<file path="src/rtl/core/timer_and_interrupt_controller_top_defines.svh">
// Assertion macros shared by the timer and interrupt controller.
`ifndef TIMER_AND_INTERRUPT_CONTROLLER_TOP_DEFINES_SVH
`define TIMER_AND_INTERRUPT_CONTROLLER_TOP_DEFINES_SVH

// A condition that holds at every clock edge outside reset.
`define TIC_ASSERT_ALWAYS(lbl, clk, rst_n, cond) \
    lbl: assert property (@(posedge clk) disable iff (!rst_n) (cond)) \
        else $error("tic: invariant violated");

// A condition that follows from another in the same cycle.
`define TIC_ASSERT_SAME(lbl, clk, rst_n, ante, cons) \
    lbl: assert property (@(posedge clk) disable iff (!rst_n) (ante) |-> (cons)) \
        else $error("tic: implication violated");

// A condition that follows from another in the next cycle.
`define TIC_ASSERT_NEXT(lbl, clk, rst_n, ante, cons) \
    lbl: assert property (@(posedge clk) disable iff (!rst_n) (ante) |=> (cons)) \
        else $error("tic: next-cycle implication violated");

`endif

</file>
<file path="src/rtl/core/tic_pkg.sv">
package tic_pkg;

    localparam int OpW        = 2;
    localparam int ClocksW    = 8;
    localparam int PcW        = 16;
    localparam int ReqW       = 3;
    localparam int ByteW      = 8;
    localparam int TimCdW     = 11;
    localparam int TimerCtlW  = 3;
    localparam int CfgIdxW    = 2;
    localparam int CfgDataW   = 8;
    localparam int TimerEnBit = 2;
    localparam int TimerSrc   = 2;

    localparam logic [ByteW-1:0]  DivReload  = 8'd255;
    localparam logic [ByteW-1:0]  ByteMax    = 8'hFF;
    localparam logic [ByteW-1:0]  VecBase    = 8'h40;
    localparam logic [TimCdW-1:0] TimCdReset = 11'd1024;

    typedef enum logic [OpW-1:0] {
        OpAdvance     = 2'd0,
        OpRaise       = 2'd1,
        OpSetMaster   = 2'd2,
        OpClearMaster = 2'd3
    } t_op;

    typedef enum logic [CfgIdxW-1:0] {
        CfgTimerControl = 2'd0,
        CfgTimerModulo  = 2'd1,
        CfgIeMask       = 2'd2
    } t_cfg_idx;

    function automatic logic [TimCdW-1:0] period_of(input logic [1:0] sel);
        logic [TimCdW-1:0] p;
        case (sel)
            2'd0:    p = 11'd1024;
            2'd1:    p = 11'd16;
            2'd2:    p = 11'd64;
            default: p = 11'd256;
        endcase
        return p;
    endfunction

endpackage

</file>
<file path="src/rtl/core/tic_in_if.sv">
interface tic_in_if import tic_pkg::*; ();
    logic                 valid;
    logic                 ready;
    logic [OpW-1:0]       operation;
    logic [ClocksW-1:0]   clocks;
    logic [PcW-1:0]       pc;
    logic [ReqW-1:0]      request_bit;

    modport source (output valid, operation, clocks, pc, request_bit, input ready);
    modport sink   (input valid, operation, clocks, pc, request_bit, output ready);
endinterface

</file>
<file path="src/rtl/core/tic_out_if.sv">
interface tic_out_if import tic_pkg::*; #(parameter int NUM_SOURCES = 5) ();
    logic                   valid;
    logic                   ready;
    logic                   serviced;
    logic [ByteW-1:0]       vector;
    logic [PcW-1:0]         return_pc;
    logic [NUM_SOURCES-1:0] pending;
    logic [ByteW-1:0]       divider;
    logic [ByteW-1:0]       timer_value;
    logic                   master_on;

    modport source (output valid, serviced, vector, return_pc, pending, divider,
                    timer_value, master_on, input ready);
    modport sink   (input valid, serviced, vector, return_pc, pending, divider,
                    timer_value, master_on, output ready);
endinterface

</file>
<file path="src/rtl/core/tic_core.sv">
`include "timer_and_interrupt_controller_top_defines.svh"

module tic_core import tic_pkg::*; #(
    parameter int NUM_SOURCES = 5
) (
    input  logic                   i_clk,
    input  logic                   i_rst_n,
    input  logic                   i_en,
    input  logic [OpW-1:0]         i_operation,
    input  logic [ClocksW-1:0]     i_clocks,
    input  logic [PcW-1:0]         i_pc,
    input  logic [ReqW-1:0]        i_request_bit,
    input  logic [TimerCtlW-1:0]   i_timer_control,
    input  logic [ByteW-1:0]       i_timer_modulo,
    input  logic [NUM_SOURCES-1:0] i_ie_mask,
    output logic                   o_serviced,
    output logic [ByteW-1:0]       o_vector,
    output logic [PcW-1:0]         o_return_pc,
    output logic [NUM_SOURCES-1:0] o_pending,
    output logic [ByteW-1:0]       o_divider,
    output logic [ByteW-1:0]       o_timer_value,
    output logic                   o_master_on
);

    localparam int IdxW = (NUM_SOURCES > 1) ? $clog2(NUM_SOURCES) : 1;

    logic [ByteW-1:0]       r_div_cd, n_div_cd;
    logic [TimCdW-1:0]      r_tim_cd, n_tim_cd;
    logic [ByteW-1:0]       r_div, n_div;
    logic [ByteW-1:0]       r_timer, n_timer;
    logic [NUM_SOURCES-1:0] r_pend, n_pend;
    logic                   r_master, n_master;

    t_op                    op;
    logic [TimCdW-1:0]      clocks_w;
    logic                   tim_ovf;
    logic                   raise_req;
    logic [NUM_SOURCES-1:0] pend_mid;
    logic [NUM_SOURCES-1:0] act;
    logic [IdxW-1:0]        idx;
    logic                   serviced;

    assign op       = t_op'(i_operation);
    assign clocks_w = TimCdW'(i_clocks);

    always_comb begin
        n_div_cd  = r_div_cd;
        n_div     = r_div;
        n_tim_cd  = r_tim_cd;
        n_timer   = r_timer;
        n_master  = r_master;
        tim_ovf   = 1'b0;
        raise_req = 1'b0;
        case (op)
            OpAdvance: begin
                if (i_clocks >= r_div_cd) begin
                    n_div_cd = DivReload;
                    n_div    = r_div + 8'd1;
                end else begin
                    n_div_cd = r_div_cd - i_clocks;
                end
                if (i_timer_control[TimerEnBit]) begin
                    if (clocks_w >= r_tim_cd) begin
                        n_tim_cd = period_of(i_timer_control[1:0]);
                        if (r_timer == ByteMax) begin
                            n_timer = i_timer_modulo;
                            tim_ovf = 1'b1;
                        end else begin
                            n_timer = r_timer + 8'd1;
                        end
                    end else begin
                        n_tim_cd = r_tim_cd - clocks_w;
                    end
                end
            end
            OpRaise:     raise_req = 1'b1;
            OpSetMaster: n_master  = 1'b1;
            default:     n_master  = 1'b0;
        endcase

        for (int i = 0; i < NUM_SOURCES; i++) begin
            pend_mid[i] = r_pend[i] | (tim_ovf && (i == TimerSrc))
                        | (raise_req && (ReqW'(i) == i_request_bit));
        end

        act = (op == OpAdvance && r_master) ? (pend_mid & i_ie_mask) : '0;

        // Scan downward so the lowest active source wins.
        idx = '0;
        for (int i = NUM_SOURCES - 1; i >= 0; i--) begin
            if (act[i]) begin
                idx = IdxW'(i);
            end
        end
        serviced = |act;

        n_pend = pend_mid;
        if (serviced) begin
            n_pend[idx] = 1'b0;
            n_master    = 1'b0;
        end
    end

    always_ff @(posedge i_clk) begin
        if (!i_rst_n) begin
            r_div_cd <= DivReload;
            r_tim_cd <= TimCdReset;
            r_div    <= '0;
            r_timer  <= '0;
            r_pend   <= '0;
            r_master <= 1'b0;
        end else if (i_en) begin
            r_div_cd <= n_div_cd;
            r_tim_cd <= n_tim_cd;
            r_div    <= n_div;
            r_timer  <= n_timer;
            r_pend   <= n_pend;
            r_master <= n_master;
        end
    end

    assign o_serviced    = serviced;
    assign o_vector      = serviced ? (VecBase + (ByteW'(idx) << 3)) : '0;
    assign o_return_pc   = serviced ? i_pc : '0;
    assign o_pending     = n_pend;
    assign o_divider     = n_div;
    assign o_timer_value = n_timer;
    assign o_master_on   = n_master;

    `TIC_ASSERT_ALWAYS(a_div_cd_nonzero, i_clk, i_rst_n, r_div_cd != '0)
    `TIC_ASSERT_ALWAYS(a_tim_cd_range, i_clk, i_rst_n, (r_tim_cd != '0) && (r_tim_cd <= TimCdReset))
    `TIC_ASSERT_NEXT(a_service_drops_master, i_clk, i_rst_n, i_en && serviced, !r_master)
    `TIC_ASSERT_NEXT(a_hold_when_idle, i_clk, i_rst_n, !i_en, $stable(r_div_cd) && $stable(r_pend))

endmodule

</file>
<file path="src/rtl/core/timer_and_interrupt_controller_top.sv">
// Timer and interrupt controller.
// Items arrive on i_in (valid/ready) and carry an operation: advance by a
// clock count and check for an interrupt, raise a request bit, set the
// master enable or clear it. Each item yields exactly one result on o_out
// with the dispatch decision, the pending flags, the divider byte, the timer
// byte and the master enable as they stand after that item.
// Configuration (timer control, timer modulo, interrupt enable mask) is
// written through i_cfg_we/i_cfg_idx/i_cfg_data; the user must do so only
// while no item is in flight, since the block itself does not enforce this.
// An accepted item waits in the input register until the result register
// is free or taken; then the counter and priority logic updates the state
// and fills the result register. One item per cycle is sustained while
// results are taken; the next item sees the state update of the last.
// If the receiver stalls, the result register holds and the input register
// still takes one more item; ready drops only when both are full.
// Synchronous reset empties both registers, clears the configuration,
// loads the countdowns with 255 and 1024 and clears bytes, flags and master.
module timer_and_interrupt_controller_top import tic_pkg::*; #(
    parameter int NUM_SOURCES = 5
) (
    input  logic                   i_clk,
    input  logic                   i_rst_n,
    tic_in_if.sink                 i_in,
    tic_out_if.source              o_out,
    input  logic                   i_cfg_we,
    input  logic [CfgIdxW-1:0]     i_cfg_idx,
    input  logic [CfgDataW-1:0]    i_cfg_data
);

    logic [TimerCtlW-1:0]   r_timer_control;
    logic [ByteW-1:0]       r_timer_modulo;
    logic [NUM_SOURCES-1:0] r_ie_mask;

    logic                   r_in_vld;
    logic [OpW-1:0]         r_in_op;
    logic [ClocksW-1:0]     r_in_clocks;
    logic [PcW-1:0]         r_in_pc;
    logic [ReqW-1:0]        r_in_req;

    logic                   r_out_vld;
    logic                   r_out_serviced;
    logic [ByteW-1:0]       r_out_vector;
    logic [PcW-1:0]         r_out_return_pc;
    logic [NUM_SOURCES-1:0] r_out_pending;
    logic [ByteW-1:0]       r_out_divider;
    logic [ByteW-1:0]       r_out_timer_value;
    logic                   r_out_master_on;

    logic                   step;
    logic                   in_take;
    logic                   c_serviced;
    logic [ByteW-1:0]       c_vector;
    logic [PcW-1:0]         c_return_pc;
    logic [NUM_SOURCES-1:0] c_pending;
    logic [ByteW-1:0]       c_divider;
    logic [ByteW-1:0]       c_timer_value;
    logic                   c_master_on;

    assign step       = r_in_vld && (!r_out_vld || o_out.ready);
    assign i_in.ready = !r_in_vld || step;
    assign in_take    = i_in.valid && i_in.ready;

    always_ff @(posedge i_clk) begin
        if (!i_rst_n) begin
            r_timer_control <= '0;
            r_timer_modulo  <= '0;
            r_ie_mask       <= '0;
        end else if (i_cfg_we) begin
            case (t_cfg_idx'(i_cfg_idx))
                CfgTimerControl: r_timer_control <= i_cfg_data[TimerCtlW-1:0];
                CfgTimerModulo:  r_timer_modulo  <= i_cfg_data[ByteW-1:0];
                CfgIeMask:       r_ie_mask       <= i_cfg_data[NUM_SOURCES-1:0];
                default:         ;
            endcase
        end
    end

    always_ff @(posedge i_clk) begin
        if (!i_rst_n) begin
            r_in_vld <= 1'b0;
        end else if (in_take) begin
            r_in_vld <= 1'b1;
        end else if (step) begin
            r_in_vld <= 1'b0;
        end
    end

    always_ff @(posedge i_clk) begin
        if (in_take) begin
            r_in_op     <= i_in.operation;
            r_in_clocks <= i_in.clocks;
            r_in_pc     <= i_in.pc;
            r_in_req    <= i_in.request_bit;
        end
    end

    tic_core #(
        .NUM_SOURCES (NUM_SOURCES)
    ) u_core (
        .i_clk           (i_clk),
        .i_rst_n         (i_rst_n),
        .i_en            (step),
        .i_operation     (r_in_op),
        .i_clocks        (r_in_clocks),
        .i_pc            (r_in_pc),
        .i_request_bit   (r_in_req),
        .i_timer_control (r_timer_control),
        .i_timer_modulo  (r_timer_modulo),
        .i_ie_mask       (r_ie_mask),
        .o_serviced      (c_serviced),
        .o_vector        (c_vector),
        .o_return_pc     (c_return_pc),
        .o_pending       (c_pending),
        .o_divider       (c_divider),
        .o_timer_value   (c_timer_value),
        .o_master_on     (c_master_on)
    );

    always_ff @(posedge i_clk) begin
        if (!i_rst_n) begin
            r_out_vld <= 1'b0;
        end else if (step) begin
            r_out_vld <= 1'b1;
        end else if (o_out.ready) begin
            r_out_vld <= 1'b0;
        end
    end

    always_ff @(posedge i_clk) begin
        if (step) begin
            r_out_serviced    <= c_serviced;
            r_out_vector      <= c_vector;
            r_out_return_pc   <= c_return_pc;
            r_out_pending     <= c_pending;
            r_out_divider     <= c_divider;
            r_out_timer_value <= c_timer_value;
            r_out_master_on   <= c_master_on;
        end
    end

    assign o_out.valid       = r_out_vld;
    assign o_out.serviced    = r_out_serviced;
    assign o_out.vector      = r_out_vector;
    assign o_out.return_pc   = r_out_return_pc;
    assign o_out.pending     = r_out_pending;
    assign o_out.divider     = r_out_divider;
    assign o_out.timer_value = r_out_timer_value;
    assign o_out.master_on   = r_out_master_on;

endmodule
</file>
<file path="src/flat_wrapper.sv">
// flat-port wrapper written by rule: the top's interface ports become plain ports
module timer_and_interrupt_controller_top_flat import tic_pkg::*;
#(
    parameter int NUM_SOURCES = 5
)
  (i_clk, i_rst_n, i_cfg_we, i_cfg_idx, i_cfg_data, i_in_valid, i_in_operation, i_in_clocks, i_in_pc, i_in_request_bit, i_in_ready, o_out_valid, o_out_serviced, o_out_vector, o_out_return_pc, o_out_pending, o_out_divider, o_out_timer_value, o_out_master_on, o_out_ready);
  tic_in_if i_in_i ();
  tic_out_if #(.NUM_SOURCES(NUM_SOURCES)) o_out_i ();
  input  logic i_clk;
  input  logic i_rst_n;
  input  logic i_cfg_we;
  input  logic [CfgIdxW-1:0] i_cfg_idx;
  input  logic [CfgDataW-1:0] i_cfg_data;
  input wire logic [$bits(i_in_i.valid)-1:0] i_in_valid;
  input wire logic [$bits(i_in_i.operation)-1:0] i_in_operation;
  input wire logic [$bits(i_in_i.clocks)-1:0] i_in_clocks;
  input wire logic [$bits(i_in_i.pc)-1:0] i_in_pc;
  input wire logic [$bits(i_in_i.request_bit)-1:0] i_in_request_bit;
  output wire logic [$bits(i_in_i.ready)-1:0] i_in_ready;
  output wire logic [$bits(o_out_i.valid)-1:0] o_out_valid;
  output wire logic [$bits(o_out_i.serviced)-1:0] o_out_serviced;
  output wire logic [$bits(o_out_i.vector)-1:0] o_out_vector;
  output wire logic [$bits(o_out_i.return_pc)-1:0] o_out_return_pc;
  output wire logic [$bits(o_out_i.pending)-1:0] o_out_pending;
  output wire logic [$bits(o_out_i.divider)-1:0] o_out_divider;
  output wire logic [$bits(o_out_i.timer_value)-1:0] o_out_timer_value;
  output wire logic [$bits(o_out_i.master_on)-1:0] o_out_master_on;
  input wire logic [$bits(o_out_i.ready)-1:0] o_out_ready;
  assign i_in_i.valid = i_in_valid;
  assign i_in_i.operation = i_in_operation;
  assign i_in_i.clocks = i_in_clocks;
  assign i_in_i.pc = i_in_pc;
  assign i_in_i.request_bit = i_in_request_bit;
  assign i_in_ready = i_in_i.ready;
  assign o_out_valid = o_out_i.valid;
  assign o_out_serviced = o_out_i.serviced;
  assign o_out_vector = o_out_i.vector;
  assign o_out_return_pc = o_out_i.return_pc;
  assign o_out_pending = o_out_i.pending;
  assign o_out_divider = o_out_i.divider;
  assign o_out_timer_value = o_out_i.timer_value;
  assign o_out_master_on = o_out_i.master_on;
  assign o_out_i.ready = o_out_ready;
  timer_and_interrupt_controller_top #(.NUM_SOURCES(NUM_SOURCES)) u_core (.i_clk(i_clk), .i_rst_n(i_rst_n), .i_in(i_in_i), .o_out(o_out_i), .i_cfg_we(i_cfg_we), .i_cfg_idx(i_cfg_idx), .i_cfg_data(i_cfg_data));
endmodule
</file>
<file path="config.mk">
export PLATFORM = sky130hd
export DESIGN_NAME = timer_and_interrupt_controller_top_flat
export DESIGN_NICKNAME = d
export VERILOG_FILES = /design/src/rtl/core/tic_pkg.sv /design/src/rtl/core/tic_in_if.sv /design/src/rtl/core/tic_out_if.sv /design/src/rtl/core/tic_core.sv /design/src/rtl/core/timer_and_interrupt_controller_top.sv /design/src/flat_wrapper.sv
export VERILOG_INCLUDE_DIRS = /design/src /design/src/rtl/core
export SDC_FILE = /design/constraint.sdc
export NUM_CORES = 1
export LEC_CHECK = 0
export BUFFER_PORTS_ARGS = -buffer_cell sky130_fd_sc_hd__buf_2
export CAP_MARGIN = 10
export CORE_MARGIN = 2
export CORE_UTILIZATION = 59
export CTS_BUF_LIST = sky130_fd_sc_hd__clkbuf_4
export CTS_CLUSTER_DIAMETER = 60
export DETAILED_ROUTE_END_ITERATION = 8
export PLACE_DENSITY_LB_ADDON = 0.05
export SETUP_SLACK_MARGIN = 0.3
export SLEW_MARGIN = 0
export SYNTH_ARGS = -nofsm -noshare
export SYNTH_HDL_FRONTEND = slang
export SYNTH_SLANG_ARGS = --single-unit
</file>
<file path="constraint.sdc">
create_clock -name i_clk -period 3.04 [get_ports i_clk]
set_input_delay 0.456 -clock i_clk [delete_from_list [all_inputs] [get_ports i_clk]]
set_output_delay 0.456 -clock i_clk [all_outputs]
set_load 0.01 [all_outputs]
</file>
Word-level counts from Yosys, hierarchy flattened
Index checks and enable logic that the tools add are counted.

word-level totals
  register bits = 135
  bits in latches = 0
  bits in writable memories = 0
  bits in read-only memories = 0
  input port bits = 44
  memories = 0

operators by class
  $add $sub $neg = 5
  multiply operators = 0
  divide/modulo/power cells = 0
  order comparisons = 4
  equal/unequal tests = 11
  shifts and indexed selects = 0
  multiplexer cells = 29
  bitwise operators = 9
  reduce and logical (&&, ||, !) cells = 26

operators with widths
  cell                 number
  $mux 8               7
  $pmux 11 s3          1
  $add 8x1->8 const B  2
  $mux 3               5
  $ge 8x11->1          1
  $mux 1               11
  $mux 11              1
  $sub 11x8->11        1
  $and 5x5->5          2
  $mux 5               2
  $logic_and 1x1->1    9
  $add 7x6->8 const A  1
  $eq 8x8->1 const B   1
  $ge 8x8->1           1
  $reduce_and 2->1     4
  $sub 8x8->8          1
  $eq 2x1->1 const B   3
  $eq 2x2->1 const B   3
  $eq 2x3->1 const A   2
  $logic_not 2->1      3
  $or 1x1->1           6
  $not 5->5            1
  $reduce_or 5->1      1
  $lt 3x4->1 const B   1
  other kinds (11)     14

Logic depth before layout (Yosys ltp)
  word-level depth = 21
  gate-level depth with buffers = 12
  mapped depth without buffers = 10

Modules after synthesis
Synthesis repeated with hierarchy kept, for this count alone.

unflattened totals
  cells, all modules = 567
  area, all modules = 6308.6 µm²

by module, submodules not included
  module                              instances  cells an instance  area an instance (µm²)  seq. area each (µm²)
  tic_core                            1          419                3305.7                  820.8
  timer_and_interrupt_controller_top  1          148                3002.9                  2642.5

Worst setup path before layout
No wires, ideal clock.

  path type = input port to flip-flop
  start = input o_out_ready
  end = register u_core.u_core.r_pend[4]
  library setup time = 86 ps
  arrival = 2730 ps
  data required time = 2954 ps
  path slack = 225 ps
  stages on the path = 6
  path through = nand2b_1 > and2_1 > clkbuf_1 > clkbuf_1 > o21ai_0 > a211oi_2

on the way
  longest elaborated chain between the ends = 2

ends and longest elaborated chain
  what                   RTL line                                  text
  start, declared        flat_wrapper.sv:28                        input wire logic [$bits(o_out_i.ready)-1:0] o_out_ready;
  $logic_or 1x1->1       timer_and_interrupt_controller_top.sv:59  assign step = r_in_vld && (!r_out_vld || o_out.ready);
  $logic_and 1x1->1      timer_and_interrupt_controller_top.sv:59
  named net u_core.step  timer_and_interrupt_controller_top.sv:49  logic step;
  end signal, assigned   tic_core.sv:117                           r_pend <= n_pend;
  end, declared          tic_core.sv:31                            logic [NUM_SOURCES-1:0] r_pend, n_pend;

The timed path passes the listed nets, and every way through them passes these cells.
A chain may end at the register's enable or synchronous reset.

Worst setup path in the final report
  start = register u_core.u_core.r_div_cd[0]
  end = register u_core.r_out_divider[1] (netlist: u_core.o_out.divider[1]), data pin

on the way
  longest elaborated chain between the ends = 3

ends and longest elaborated chain
  what                           RTL line                                   text
  start, declared                tic_core.sv:27                             logic [ByteW-1:0] r_div_cd, n_div_cd;
  start signal, assigned         tic_core.sv:106                            r_div_cd <= DivReload;
  start signal, assigned         tic_core.sv:113                            r_div_cd <= n_div_cd;
  $ge 8x8->1                     tic_core.sv:56                             if (i_clocks >= r_div_cd) begin
  $mux 8                         tic_core.sv:56
  $mux 8                         tic_core.sv:54                             case (op)
  named net u_core.c_divider[1]  timer_and_interrupt_controller_top.sv:55   logic [ByteW-1:0] c_divider;
  end signal, assigned           timer_and_interrupt_controller_top.sv:135  r_out_divider <= c_divider;
  end, declared                  timer_and_interrupt_controller_top.sv:45   logic [ByteW-1:0] r_out_divider;

The timed path passes the listed nets, and every way through them passes these cells.

==> impl_metrics.tcl <==
set metrics [dict create \
    placedCellCount 777 \
    rsz0062_at_grt "false" \
    finalMaxSlewViolations 0 \
    relSlewSlack 0.520 \
    fp.dieH_um 106 \
    min_period_ps 2600 \
    worst_hold_path_type "primary input to flop" \
    syn_inst 564 \
    final_cells 812 \
    grtUsageTotal 0.234 \
    synthDistinctLibCells 75 \
    yosys.area.top_type_share 0.352 \
    cp.arrival_ps 2890 \
    clock-sinks 131 \
    ys_top_cells_by_area "edfxtp_1, dfxtp_1, nor2_1" \
    clockBufferDepth 2 \
    p_leak_nw 2.85 \
    crit_path_end_kind "flop" \
    fin_tns_setup_ps 0 \
    tightest_slew_ps 718 \
    clk_latency_ps 540 \
    cts_tree "built" \
    finalCritPeriodShare 0.856 \
    fin_skew_ps 20.2 \
    synth_flop_cell "edfxtp_1" \
    vias 4611 \
    ys_seq_area_frac 0.545 \
    area_growth_pct 15.2 \
    cp_max_fo 14 \
    ctsHoldBuffers 0 \
    run_status "finished clean" \
    start_util 0.600 \
    fin_area_um2 7060 \
    grt_pass1_wl_um 20400 \
    placement_rows 37 \
    ys_warn_count 0 \
    pin_count 93 \
    drc 0 \
    die_w_um 106 \
    core_area_um2 10200 \
    portBuffers 88 \
    crit_type "flop to flop" \
    antenna_left 0 \
    fmax_ghz 0.384 \
    p_per_area_nw_per_um2 496 \
    layout_common_cells "buf_2, edfxtp_1, nor2_1, dfxtp_1, nand2_1" \
    grt_max_degree 32 \
    ys_ff_latch 131 \
    antenna_found_initial 0 \
    grt_pass1_vias 4344 \
    wl_per_cell_um 15.6 \
    clkSlewWorstSetupHoldPaths_ps 120 \
    cts_root_buf "clkbuf_4" \
    viasPerCell 5.68 \
    overflow 0 \
    finalSetupViolCount 0 \
    layout-drive-gt1-share 0.240 \
    cts_buffers 17 \
    fillers 778 \
    preCtsSetupSlack_ps 281 \
    drtIter0Drc 238 \
    htreeDepth 4 \
    syn_area_per_cell_um2 10.9 \
    hold_violations 0 \
    fin_nets 727 \
    ir_drop_v 0.000372 \
    gp_congestion 0.932 \
    yosysTopAreaCell "edfxtp_1" \
    max_cap_viol_count 0 \
    fin_ws_ps 437 \
    routed_wl_um 12700 \
    hpwl_um 9110 \
    critPathLaunchType "flop" \
    n_antenna_cell 0 \
    die_area_um2 11200 \
    placed_area_um2 6700 \
    synth_edf_count 72 \
    synthArstFlopShare 0 \
    final_common_cell "buf_2" \
    first_pass_iters 5 \
    synthesis.area_um2 6130 \
    required_ps 3330 \
    whs_ps 76.7 \
]
cell families (layout without fill, tap and decap cells):
logic type | Yosys count | count (layout) | synth area share
mux | 21 | 21 | 0.0345
buf+inv | 46 | 155 | 0.0371
compound gates | 123 | 123 | 0.142
other cells | 1 | 4 | 0.000611
xor+xnor | 22 | 22 | 0.0314
simple gates | 200 | 200 | 0.166
fa+ha+maj | 20 | 20 | 0.0432
flops | 131 | 131 | 0.545
per-layer routing:
layer / GRT usage / up-vias / share of wire
li1: - / 2264 / -
met1: 0.287 / 2190 / 0.43
met2: 0.388 / 126 / 0.50
met3: 0.0681 / 31 / 0.051
met4: 0.0996 / 0 / 0.024
met5: 0 / - / 0
synthesized netlist by cell type, types with 5 or more instances:
| library cell | n |
|---|---|
| nand3_1 | 19 |
| dfxtp_1 | 59 |
| and2_1 | 24 |
| o211ai_1 | 7 |
| inv_1 | 19 |
| nand4_1 | 5 |
| o21ai_0 | 26 |
| a21oi_1 | 24 |
| xor2_1 | 8 |
| nor2_1 | 62 |
| clkbuf_1 | 14 |
| nand2_1 | 34 |
| ha_1 | 18 |
| a211oi_1 | 6 |
| a31o_2 | 5 |
| a211oi_2 | 5 |
| edfxtp_1 | 72 |
| and3_1 | 11 |
| a31oi_1 | 8 |
| nor3_1 | 14 |
| mux2i_1 | 20 |
| buf_4 | 6 |
| xnor2_1 | 14 |
sequential cells by signal (all words and copies together), names as in the netlist, 8 cells and up:
| signal | cells |
|---|---|
| u_core.r_timer_modulo | 8 |
| u_core.u_core.r_div_cd | 8 |
| u_core.r_in_clocks | 8 |
| u_core.u_core.r_div | 8 |
| u_core.r_in_pc | 16 |
| u_core.o_out.divider | 8 |
| u_core.o_out.return_pc | 16 |
| u_core.o_out.timer_value | 8 |
| u_core.u_core.r_tim_cd | 11 |
| u_core.u_core.r_timer | 8 |
worst max-delay path, stage by stage, from the launching register on:
cell	delay, ps
dfxtp_1	330
inv_1	50
ha_1	160
inv_1	60
fa_2	380
a211oi_2	290
o21ai_0	160
a31oi_2	220
or2_2	300
nand2_1	130
mux2_2	290
per-stage QoR:
stage / utilization / power (W)
final: 0.690 / 0.00350
after global routing: 0.690 / 0.00363
after CTS: 0.686 / 0.00353
after detailed placement: 0.654 / 0.00226
after global placement: 0.654 / 0.00225
after floorplan: - / 0.00216
cell type report:
cell class,count,area [um2],area share
clock buffer,17,128,0.0181
clock inverter,15,189,0.0267
inverter,20,75.1,0.0106
multi-input combinational,390,2590,0.367
sequential,131,3340,0.473
tap,136,170,0.0241
timing repair buffer,103,569,0.0806
final timing paths:
check | startpoint | to | slack, ps | cells past startpoint
max | u_core.u_core.r_div_cd[0] | u_core.o_out.divider[1] | 440 | 10
min reg2reg | u_core.u_core.r_div[7] | u_core.u_core.r_div[7] | 500 | 2
max reg2reg | u_core.u_core.r_div_cd[0] | u_core.o_out.divider[1] | 440 | 10
min | i_in_pc[6] | u_core.r_in_pc[6] | 80 | 1
timing repair:
item	in CTS	in global routing
pin swaps	1	3
resized for setup	0	5
setup endpoints to repair	2	24
setup buffers	1	2
where the power goes:
group | leakage (nW) | switching (W) | internal (W) | total [W]
Combinational | 1.52 | 0.000166 | 0.000108 | 0.000275
Sequential | 1.17 | 0.0000275 | 0.00192 | 0.00195
Clock | 0.157 | 0.000633 | 0.000643 | 0.00128
Total | 2.85 | 0.000827 | 0.00268 | 0.00350
Power figures use the tool's default switching activity.
